--- src/sv/lags_pkg.sv ---
// Package for the cellular automaton grid block: sizes, cell codes, action codes,
// and the command and status structs between the controller and the datapath.
// It depends on nothing; every other file of the block but lags_ram imports it.
`default_nettype none

package lags_pkg;

    localparam int GRID_SIZE  = 32;
    localparam int IDX_W      = $clog2(GRID_SIZE);
    localparam int CELLS      = GRID_SIZE * GRID_SIZE;
    localparam int ADDR_W     = $clog2(CELLS);
    localparam int PAD_W      = $clog2(GRID_SIZE + 2);
    localparam int CODE_W     = 3;
    localparam int ACTION_W   = 2;
    localparam int PORT_IDX_W = 5;
    localparam int CNT_W      = 4;

    localparam logic [CODE_W-1:0] CODE_EMPTY = 3'd0;
    localparam logic [CODE_W-1:0] CODE_ALIVE = 3'd1;
    localparam logic [CODE_W-1:0] CODE_MAX   = 3'd4;

    typedef enum logic [ACTION_W-1:0] {
        ACT_WRITE = 2'd0,
        ACT_READ  = 2'd1,
        ACT_STEP  = 2'd2,
        ACT_NOP   = 2'd3
    } action_t;

    // Commands from the controller to the datapath.
    typedef struct packed {
        logic take;        // input transaction accepted this cycle
        logic step_start;  // clear the row window and all counters
        logic clr_wr;      // clearing pass: write an empty cell, advance
        logic load_rd;     // read one cell of the row being loaded, advance
        logic shift;       // move the row window down by one row
        logic cell_wr;     // write the next generation of one cell, advance
        logic res_load;    // load the output register
    } lags_cmd_t;

    // Status from the datapath to the controller.
    typedef struct packed {
        action_t in_act;
        logic    col_last;
        logic    row_last;
        logic    ld_pending;
        logic    ld_first;
        logic    out_busy;
    } lags_sts_t;

    function automatic logic [ADDR_W-1:0] cell_addr(input logic [IDX_W-1:0] r,
                                                    input logic [IDX_W-1:0] c);
        return ADDR_W'(ADDR_W'(r) * ADDR_W'(GRID_SIZE)) + ADDR_W'(c);
    endfunction

endpackage

`default_nettype wire

--- src/sv/lags_ram.sv ---
// Generic single-write, single-read RAM with a registered read port.
// It depends on nothing; the grid datapath holds its cell store in it.
`default_nettype none

module lags_ram #(
    parameter int WIDTH = 8,
    parameter int DEPTH = 256
) (
    input  wire logic                     clk,
    input  wire logic                     we,
    input  wire logic [$clog2(DEPTH)-1:0] waddr,
    input  wire logic [WIDTH-1:0]         wdata,
    input  wire logic                     re,
    input  wire logic [$clog2(DEPTH)-1:0] raddr,
    output logic      [WIDTH-1:0]         rdata
);

    logic [WIDTH-1:0] mem [DEPTH];
    logic [WIDTH-1:0] rdata_reg;

    always_ff @(posedge clk)
    begin
        if (we)
        begin
            mem[waddr] <= wdata;
        end
        if (re)
        begin
            rdata_reg <= mem[raddr];
        end
    end

    assign rdata = rdata_reg;

endmodule

`default_nettype wire

--- src/sv/lags_ctrl.sv ---
// Controller of the grid block: sequences the clearing pass, single-cell
// actions and the row-by-row generation step. Depends on lags_pkg.
`default_nettype none

module lags_ctrl
    import lags_pkg::*;
(
    input  wire logic      clk,
    input  wire logic      rst_n,
    input  wire logic      in_valid,
    output logic           in_stall,
    input  wire lags_sts_t sts,
    output lags_cmd_t      cmd
);

    typedef enum logic [2:0] {
        S_CLEAR,
        S_IDLE,
        S_LOAD,
        S_TAIL,
        S_SHIFT,
        S_WRITE,
        S_FINISH
    } state_t;

    state_t state_reg, state_next;

    always_ff @(posedge clk or negedge rst_n)
    begin
        if (!rst_n)
        begin
            state_reg <= S_CLEAR;
        end
        else
        begin
            state_reg <= state_next;
        end
    end

    always_comb
    begin
        state_next = state_reg;
        cmd        = '0;
        unique case (state_reg)
            S_CLEAR:
            begin
                cmd.clr_wr = 1'b1;
                if (sts.col_last && sts.row_last)
                begin
                    state_next = S_IDLE;
                end
            end
            S_IDLE:
            begin
                if (in_valid)
                begin
                    cmd.take = 1'b1;
                    if (sts.in_act == ACT_STEP)
                    begin
                        cmd.step_start = 1'b1;
                        state_next     = S_LOAD;
                    end
                    else
                    begin
                        state_next = S_FINISH;
                    end
                end
            end
            S_LOAD:
            begin
                cmd.load_rd = 1'b1;
                if (sts.col_last)
                begin
                    state_next = S_TAIL;
                end
            end
            S_TAIL:
            begin
                // The last cell read of the row lands in the window this cycle.
                state_next = sts.ld_first ? S_SHIFT : S_WRITE;
            end
            S_SHIFT:
            begin
                cmd.shift  = 1'b1;
                state_next = sts.ld_pending ? S_LOAD : S_WRITE;
            end
            S_WRITE:
            begin
                cmd.cell_wr = 1'b1;
                if (sts.col_last)
                begin
                    state_next = sts.row_last ? S_FINISH : S_SHIFT;
                end
            end
            S_FINISH:
            begin
                if (!sts.out_busy)
                begin
                    cmd.res_load = 1'b1;
                    state_next   = S_IDLE;
                end
            end
            default:
            begin
                state_next = S_IDLE;
            end
        endcase
    end

    assign in_stall = (state_reg != S_IDLE);

endmodule

`default_nettype wire

--- src/sv/lags_dp.sv ---
// Datapath of the grid block: cell RAM, counters, three-row window of live
// bits, neighbor count and output register. Depends on lags_pkg and lags_ram.
`default_nettype none

module lags_dp
    import lags_pkg::*;
(
    input  wire logic                  clk,
    input  wire logic                  rst_n,
    input  wire lags_cmd_t             cmd,
    output lags_sts_t                  sts,
    input  wire logic [ACTION_W-1:0]   action,
    input  wire logic [PORT_IDX_W-1:0] row,
    input  wire logic [PORT_IDX_W-1:0] col,
    input  wire logic [CODE_W-1:0]     cell_in,
    output logic                       out_valid,
    input  wire logic                  out_stall,
    output logic [CODE_W-1:0]          cell_out,
    output logic                       step_done
);

    logic [IDX_W-1:0]     col_reg, wr_row_reg;
    logic [IDX_W:0]       ld_row_reg;
    logic                 cap_valid_reg;
    logic [IDX_W-1:0]     cap_col_reg;
    logic [GRID_SIZE-1:0] above_reg, mid_reg, below_reg;
    action_t              act_reg;
    logic                 in_range_reg;
    logic                 out_valid_reg, step_done_reg;
    logic [CODE_W-1:0]    cell_out_reg;

    logic                 col_last, row_last, advance;
    logic                 in_range;
    logic [ADDR_W-1:0]    in_addr, cnt_addr, ld_addr;
    logic                 ram_we, ram_re;
    logic [ADDR_W-1:0]    ram_waddr, ram_raddr;
    logic [CODE_W-1:0]    ram_wdata, ram_rdata;

    logic [GRID_SIZE+1:0] up_pad, mid_pad, dn_pad;
    logic [PAD_W-1:0]     ci0, ci1, ci2;
    logic [CNT_W-1:0]     nbr_cnt;
    logic                 alive_next;

    assign in_range = (32'(row) < 32'(GRID_SIZE)) && (32'(col) < 32'(GRID_SIZE));
    assign in_addr  = cell_addr(IDX_W'(row), IDX_W'(col));
    assign cnt_addr = cell_addr(wr_row_reg, col_reg);
    assign ld_addr  = cell_addr(ld_row_reg[IDX_W-1:0], col_reg);

    assign col_last = (col_reg == IDX_W'(GRID_SIZE - 1));
    assign row_last = (wr_row_reg == IDX_W'(GRID_SIZE - 1));
    assign advance  = cmd.load_rd || cmd.cell_wr || cmd.clr_wr;

    // Neighbor count over the window; padding zeros stand for cells off the grid.
    assign up_pad  = {1'b0, above_reg, 1'b0};
    assign mid_pad = {1'b0, mid_reg, 1'b0};
    assign dn_pad  = {1'b0, below_reg, 1'b0};
    assign ci0     = PAD_W'(col_reg);
    assign ci1     = ci0 + PAD_W'(1);
    assign ci2     = ci0 + PAD_W'(2);

    assign nbr_cnt = CNT_W'(up_pad[ci0]) + CNT_W'(up_pad[ci1]) + CNT_W'(up_pad[ci2])
                   + CNT_W'(mid_pad[ci0]) + CNT_W'(mid_pad[ci2])
                   + CNT_W'(dn_pad[ci0]) + CNT_W'(dn_pad[ci1]) + CNT_W'(dn_pad[ci2]);

    assign alive_next = mid_pad[ci1] ? (nbr_cnt == CNT_W'(2) || nbr_cnt == CNT_W'(3))
                                     : (nbr_cnt >= CNT_W'(3));

    always_comb
    begin
        ram_we    = 1'b0;
        ram_waddr = cnt_addr;
        ram_wdata = CODE_EMPTY;
        priority if (cmd.take)
        begin
            ram_we    = (action_t'(action) == ACT_WRITE) && in_range && (cell_in <= CODE_MAX);
            ram_waddr = in_addr;
            ram_wdata = cell_in;
        end
        else if (cmd.cell_wr)
        begin
            ram_we    = 1'b1;
            ram_wdata = alive_next ? CODE_ALIVE : CODE_EMPTY;
        end
        else if (cmd.clr_wr)
        begin
            ram_we = 1'b1;
        end
        else
        begin
            ram_we = 1'b0;
        end
    end

    assign ram_re    = cmd.take || cmd.load_rd;
    assign ram_raddr = cmd.take ? in_addr : ld_addr;

    lags_ram #(
        .WIDTH (CODE_W),
        .DEPTH (CELLS)
    ) u_ram (
        .clk   (clk),
        .we    (ram_we),
        .waddr (ram_waddr),
        .wdata (ram_wdata),
        .re    (ram_re),
        .raddr (ram_raddr),
        .rdata (ram_rdata)
    );

    // Counters and control flags.
    always_ff @(posedge clk or negedge rst_n)
    begin
        if (!rst_n)
        begin
            col_reg       <= '0;
            wr_row_reg    <= '0;
            ld_row_reg    <= '0;
            cap_valid_reg <= 1'b0;
            out_valid_reg <= 1'b0;
        end
        else
        begin
            cap_valid_reg <= cmd.load_rd;
            if (cmd.step_start)
            begin
                col_reg    <= '0;
                wr_row_reg <= '0;
                ld_row_reg <= '0;
            end
            else if (advance)
            begin
                col_reg <= col_last ? '0 : col_reg + IDX_W'(1);
                if (col_last && (cmd.cell_wr || cmd.clr_wr))
                begin
                    wr_row_reg <= row_last ? '0 : wr_row_reg + IDX_W'(1);
                end
                if (col_last && cmd.load_rd)
                begin
                    ld_row_reg <= ld_row_reg + (IDX_W + 1)'(1);
                end
            end
            if (cmd.res_load)
            begin
                out_valid_reg <= 1'b1;
            end
            else if (!out_stall)
            begin
                out_valid_reg <= 1'b0;
            end
        end
    end

    // Row window, latched action and result payload.
    always_ff @(posedge clk)
    begin
        cap_col_reg <= col_reg;
        if (cmd.take)
        begin
            act_reg      <= action_t'(action);
            in_range_reg <= in_range;
        end
        if (cmd.step_start)
        begin
            above_reg <= '0;
            mid_reg   <= '0;
            below_reg <= '0;
        end
        else if (cmd.shift)
        begin
            above_reg <= mid_reg;
            mid_reg   <= below_reg;
            below_reg <= '0;
        end
        else if (cap_valid_reg)
        begin
            below_reg[cap_col_reg] <= (ram_rdata == CODE_ALIVE);
        end
        if (cmd.res_load)
        begin
            cell_out_reg  <= (act_reg == ACT_READ && in_range_reg) ? ram_rdata : CODE_EMPTY;
            step_done_reg <= (act_reg == ACT_STEP);
        end
    end

    assign sts.in_act     = action_t'(action);
    assign sts.col_last   = col_last;
    assign sts.row_last   = row_last;
    assign sts.ld_pending = (32'(ld_row_reg) < 32'(GRID_SIZE));
    assign sts.ld_first   = (ld_row_reg == (IDX_W + 1)'(1));
    assign sts.out_busy   = out_valid_reg && out_stall;

    assign out_valid = out_valid_reg;
    assign cell_out  = cell_out_reg;
    assign step_done = step_done_reg;

endmodule

`default_nettype wire

--- src/sv/life_automaton_grid_step.sv ---
// Top level of the cellular automaton grid block: joins the controller and
// the datapath. Depends on lags_pkg, lags_ctrl, lags_dp and lags_ram.
//
// Usage. The input channel (in_valid, in_stall) carries one action per
// transaction: write one cell, read one cell, or advance the grid by one
// generation. The output channel (out_valid, out_stall) returns exactly one
// result transaction for every input transaction, in order: cell_out holds
// the code read back (zero for other actions) and step_done is set after a
// generation step.
// Throughput. A write, read or unused action loads its result into the output
// register in the finish state, and the next transaction can be accepted
// once the block is back in idle. In a generation step every cell is read
// once and written once, one cell a cycle, and row loads and row writes
// take turns. One at a time: in_stall stays high until the result of the
// current transaction is loaded.
// Reset. After reset the block runs a clearing pass that writes every cell
// empty; in_stall stays high meanwhile.
// Stalls. A result waits in the output register while out_stall is high;
// a new transaction can still be accepted, and its own result waits until
// the register is taken.
`default_nettype none

module life_automaton_grid_step
    import lags_pkg::*;
(
    input  wire logic                  clk,
    input  wire logic                  rst_n,
    input  wire logic                  in_valid,
    output logic                       in_stall,
    input  wire logic [ACTION_W-1:0]   action,
    input  wire logic [PORT_IDX_W-1:0] row,
    input  wire logic [PORT_IDX_W-1:0] col,
    input  wire logic [CODE_W-1:0]     cell_in,
    output logic                       out_valid,
    input  wire logic                  out_stall,
    output logic [CODE_W-1:0]          cell_out,
    output logic                       step_done
);

    lags_cmd_t cmd;
    lags_sts_t sts;

    // The controller only sequences; all storage and arithmetic sit in the datapath.
    lags_ctrl u_ctrl (
        .clk      (clk),
        .rst_n    (rst_n),
        .in_valid (in_valid),
        .in_stall (in_stall),
        .sts      (sts),
        .cmd      (cmd)
    );

    lags_dp u_dp (
        .clk       (clk),
        .rst_n     (rst_n),
        .cmd       (cmd),
        .sts       (sts),
        .action    (action),
        .row       (row),
        .col       (col),
        .cell_in   (cell_in),
        .out_valid (out_valid),
        .out_stall (out_stall),
        .cell_out  (cell_out),
        .step_done (step_done)
    );

endmodule

`default_nettype wire

--- config.mk ---
export PLATFORM = sky130hd
export DESIGN_NAME = life_automaton_grid_step
export DESIGN_NICKNAME = d
export VERILOG_FILES = /design/src/sv/lags_pkg.sv /design/src/sv/lags_ram.sv /design/src/sv/lags_ctrl.sv /design/src/sv/lags_dp.sv /design/src/sv/life_automaton_grid_step.sv
export SDC_FILE = /design/constraint.sdc
export NUM_CORES = 2
export LEC_CHECK = 0
export BUFFER_PORTS_ARGS = -buffer_cell sky130_fd_sc_hd__buf_4
export CORE_AREA = 2 2 576 349
export CTS_CLUSTER_DIAMETER = 120
export CTS_CLUSTER_SIZE = 20
export DETAILED_ROUTE_END_ITERATION = 10
export DIE_AREA = 0 0 578 351
export GPL_ROUTABILITY_DRIVEN = 1
export PLACE_DENSITY = 0.8
export SETUP_SLACK_MARGIN = 0.05
export SLEW_MARGIN = 10
export SYNTH_ARGS = -nofsm -noshare
export SYNTH_HDL_FRONTEND = slang
export SYNTH_HIERARCHICAL = 1
export SYNTH_SLANG_ARGS = --single-unit
--- constraint.sdc ---
create_clock -name clk -period 59.4 [get_ports clk]
set_input_delay 5.94 -clock clk [delete_from_list [all_inputs] [get_ports clk]]
set_output_delay 5.94 -clock clk [all_outputs]
set_load 0.05 [all_outputs]
======== Yosys cells after proc, flatten, opt, wreduce, memory -nomap -nowiden ========
Memories as Yosys holds them, arrays and structs flattened. A register that Yosys moved wholly into a read port is not among the register bits.
Index checks and enable logic that the tools add are counted.
storage, ports and cells
  register bits ........................... 128
  output and inout bits ................... 6
  memories kept ........................... 1
  latch bits .............................. 0
  memory bits (writable) .................. 3072
  input port bits ......................... 19
  logic and storage cells ................. 142
  memory bits (read-only) ................. 0
memories
  memory          depth  bits a word  rd ports  clocked after memory_dff  write ports  RTL line        text
  u_dp.u_ram.mem  1024   3            1         1                         1            lags_ram.sv:18  logic [WIDTH-1:0] mem [DEPTH];
operators by class
  mux-type cells .......................... 63
  div/mod/pow operators ................... 0
  $lt $le $gt $ge ......................... 8
  shifts and indexed selects .............. 0
  reduce and logical (&&, ||, !) cells .... 20
  add/subtract/negate cells ............... 15
  equal/unequal tests ..................... 22
  multiply operators ...................... 0
  bitwise operators ....................... 0
operators with widths
  cell                                                        count
  binary-select mux 1 bit (select 6 bit)                      6
  2-to-1 mux 5 bit                                            7
  bitwise mux 32 bit                                          1
  adder 10 x 5 -> 10 bit                                      3
  2-to-1 mux 1 bit                                            27
  2-to-1 mux 3 bit                                            9
  adder 4 x 1 -> 4 bit                                        6
  case mux 3 bit (7 select lines)                             1
  2-to-1 mux 10 bit                                           2
  2-to-1 mux 6 bit                                            3
  binary-select mux 1 bit (select 5 bit)                      3
  less-than comparator 6 x 7 -> 1 bit, second input constant  2
  adder 5 x 1 -> 5 bit, second input constant                 2
  == test 5 bit, second input constant                        2
  == test 3 bit, second input constant                        3
  == test 4 x 2 -> 1 bit, second input constant               2
  != test 2 x 1 -> 1 bit, second input constant               4
  less-than comparator 5 x 7 -> 1 bit, second input constant  1
  adder 5 x 1 -> 6 bit, second input constant                 1
  adder 5 x 2 -> 6 bit, second input constant                 1
  adder 6 x 1 -> 6 bit, second input constant                 1
  == test 3 x 1 -> 1 bit, second input constant               2
  == test 3 x 2 -> 1 bit, second input constant               2
  == test 6 x 1 -> 1 bit, second input constant               1
  other kinds (20)                                            36

======== Depth between registers and ports, before layout ========
  depth in word-level cells ............... 16
  depth in mapped cells ................... 21
  gate-level depth less buffers ........... 19

======== Hierarchy ========
Netlist, hierarchy kept.
modules (own cells, without submodules)
  module     instances  seq. area each (um2)  cells an instance  area an instance (um2)
  lags_ram   1          92338.6               6544               123732.4
  lags_dp    1          2652.5                750                7618.6
  lags_ctrl  1          75.1                  37                 341.6

======== Worst setup path before layout ========
OpenSTA, ideal clock, no wires.
  path kind ............................... input to register
  start point ............................. in in_valid
  end point ............................... mem u_dp/u_ram/mem[0][0] (netlist name) (data pin)
  setup time .............................. 5.494 ns
  stages .................................. 5
  setup slack ............................. 20.565 ns
  path buffers ............................ 1
  arrival time ............................ 33.341 ns
  data required time ...................... 53.906 ns
  path through ............................ and3_1 > clkbuf_1 > nand2b_1 > or3b_2 > o211ai_1
between the ends
  word-level cells in the longest chain between the ends .. 3
ends and longest elaborated chain
  item                   RTL line                        text
  start, declared        life_automaton_grid_step.sv:28  input wire logic in_valid,
  2-to-1 mux 2 bit       lags_ctrl.sv:55                 if (in_valid)
  2-to-1 mux 2 bit       lags_ctrl.sv:44                 unique case (state_reg)
  2-to-1 mux 3 bit       lags_dp.sv:73                   priority if (cmd.take)
  via u_dp.ram_wdata[0]  lags_dp.sv:37                   logic [CODE_W-1:0] ram_wdata, ram_rdata;
  end, declared          lags_ram.sv:18
The timed path passes the listed nets, and every way through them passes these cells.

==> qor.yml <==
outcome:
  status: "finished with violations"
  violations: "max-capacitance violations, max-slew violations"
logic_synthesis:
  yosys-top-cells-area: "edfxtp_1 70%, mux4_2 12%, nor2_1 3.4%"
  syn_avg_cell_area_um2: 18.0
  yosysTopAreaCell: "edfxtp_1"
  synth.distinct_cells: 96
  ys_seq_area_share_pct: 72.2
  syn-cell-area_um2: 132000
  synth.net_count: 7364
  ys_warn_count: 6
  netlist_instances: 7331
  yosys_most_used_dff: "edfxtp_1"
  synth_edf_count: 3081
  synth.most_common_cell: "edfxtp_1"
  synthDominantCellAreaShare_pct: 70.3
  async_flop_share_pct: 0.656
  ys_ff_latch: 3203
  yosys-top-cells-count: "3,081 x edfxtp_1, 1,183 x nor2_1, 711 x mux4_2"
sta:
  finalSetupViolations: 0
  fin_crit_ns: 12.01
  fin_setup_tns_ns: 0
  timing.hold.ws_ns: 0.518
  rsz0062_at_grt: "false"
  relSlewSlack_pct: -10.5
  min_period_over_period_pct: 20.2
  setup_ws_ns: 47.39
  slew_violations: 2
  worst_slew_pin_slew_ns: 1.64
  hold_viol: 0
  fin_skew_ns: 0.0393
  fmax_mhz: 83.2
place:
  placed_area_um2: 134000
  gp_congestion: 0.936
  numPortBuffers: 24
  dp_hpwl_um: 208000
  dp_cells: 9618
  dpl_worst_slack_ns: 46.79
routing:
  wl_per_cell_um: 36.5
  num_vias: 73800
  routed_wl_um: 359000
  initialDrtViolationCount: 14800
  viasPerCell: 7.49
  ant_nets: 0
  drt_first_pass_iters: 9
  drcViolationCount: 0
critical_path:
  r2r_cells: 22
  slowest_stage: "buf_4"
  worst-setup-path-type: "in2reg"
  rrSetupSlack_ns: 50.07
  worstPathCellList: "buf_4 -> and3_1 -> buf_4 -> nand2_1 -> o21ai_4 -> buf_12 -> buf_4 -> buf_4 -> buf_4 -> mux4_2 -> mux2i_1 -> nor2_1 -> or3_1 -> o211ai_1 -> a21oi_1 -> o22ai_1 -> nand4_1"
  rr_startpoint: "u_dp/col_reg[1]"
  reg2reg_to: "u_dp/u_ram/mem[824][0]"
  cp-start-kind: "primary input"
  crit_family: "buffers and inverters"
  slowest_delay_ns: 0.82
  end_kind: "flop"
  cp.arrival_ns: 12.62
  timing.critical_path.buf_inv: 6
  required_ns: 60.00
  worst-path-max-fanout: 100
  crit_top_cell: "buf_4"
clock_tree:
  numClockSinks: 3203
  insertion_delay_ns: 0.89
  cts_buffers: 186
  clk_pin_slew_worst_paths_ns: 0.09
  tritoncts: "built"
  cts_max_level: 4
  cts_hold_buf: 0
  clock-root-buffer: "clkbuf_16"
  cts_resized: 0
  post_cts_buffers: 0
  clockBufferDepth: 4
power:
  p_sw_mw: 2.20
  power.leakage_nw: 42.6
  swShare_pct: 35.7
  finalPower_mw: 6.17
  powerDensity_nw_per_um2: 44.5
  pwr-share-clk_pct: 20.4
  power_frac_comb_pct: 37.4
  power_frac_seq_pct: 42.2
  vdd_drop_max_mv: 0.0502
  internal_power_mw: 3.97
finish:
  syn_to_final_growth_pct: 5.29
  largest_register_ff_count: 3072
  fin_area_um2: 139000
  drive_above_1_share_pct: 17.3
  n_fill_cell: 11500
  regMostFlops: "u_dp/u_ram/mem"
  fin_cells: 9854
  final_util_pct: 70.0
  layout.nets: 7195
die:
  die_w_um: 578
  core_um2: 198000
  start_util_pct: 66.5
  die-area_um2: 203000
  rows: 127
  ios: 25
  die_h_um: 351
worst_hold_path:
  min_to: "u_dp/below_reg[2]"
  hold_depth: 2
  hold_class: "reg2reg"
  min_from: "u_dp/below_reg[2]"
grt:
  grt_pass1_vias: 70100
  grt_overflow_total: 0
  grt_pass1_wl_um: 512000
  antenna_found_initial: 22
  grt_usage_pct: 35.8
  grt_max_degree: 236
job:
  cap_violations: 2
-- worst min-delay path, cell delays in order (launching register included) --
cell and delay, ns:
dfxtp_1 0.35, nand2_1 0.07, a21oi_1 0.06
-- power groups by stage --
stage	Clock (mW)	Sequential [mW]	Combinational, mW
4_1_cts	1.26	2.60	2.22
3_5_place_dp	0	2.66	2.21
6_report	1.26	2.61	2.31
2_1_floorplan	0	2.80	1.55
5_1_grt	1.34	2.61	2.36
3_3_place_gp	0	2.65	2.16
-- metal layers --
layer  GRT usage (%)  part of all wire [%]
met1            53.2                    35
met2            48.3                    42
met3            15.7                    20
met4            10.7                   3.6
met5               0                 0.019
-- worst max-delay path by stage --
stage             start  slack, ns  depth (start not counted)                   end
3_5_place_dp   in_valid      46.79                         16   u_dp/u_ram/rdata[0]
4_1_cts        in_valid      47.69                         16   u_dp/u_ram/rdata[0]
2_1_floorplan  in_valid      20.56                          5  u_dp/u_ram/mem[0][0]
5_1_grt        in_valid      47.46                         17   u_dp/u_ram/rdata[2]
3_3_place_gp   in_valid      46.89                         11   u_dp/u_ram/rdata[1]
6_report       in_valid      47.39                         17   u_dp/u_ram/rdata[2]
-- placed cells by master, fill, tap and decap left out, types with 14 or more instances in the layout --
cell type	netlist	final
edfxtp_1	3081	3081
nor2_1	1183	1177
mux4_2	711	711
mux2i_1	402	402
buf_4	34	189
clkbuf_16	0	187
nand2_1	196	185
a21oi_1	121	120
dfxtp_1	101	101
o221ai_1	100	100
o21ai_0	94	86
o22ai_1	85	85
nor3_1	65	64
a22oi_1	62	62
nand3_1	74	50
a211oi_1	31	31
mux4_1	27	27
clkbuf_1	278	26
nand3_4	0	24
inv_1	26	23
a22o_1	23	23
diode_2	0	20
dfrtp_1	21	20
mux2_2	24	20
nor2b_1	25	19
and2_1	23	19
and3_1	18	18
a221oi_1	18	18
nand4_1	17	17
nor4_1	17	14
-- cell type report --
type                       instances  area, µm²  share of cell area (%)
multi-input combinational       3543      33700                    24.3
tap                             2644       3310                    2.39
timing repair buffer             202       1660                    1.19
sequential                      3203      95100                    68.6
clock inverter                     3       37.5                  0.0271
antenna                           20       50.0                  0.0361
clock buffer                     213       4780                    3.45
inverter                          26        105                  0.0758
-- logic make-up after synthesis --
family	Yosys count	synth area share, %
compound gates	635	3.33
mux	1170	16.0
flops	3203	72.2
simple gates	1715	5.52
xor+xnor	9	0.0599
fa+ha+maj	14	0.156
buf+inv	585	2.74
(Power assumes the default switching activity.)
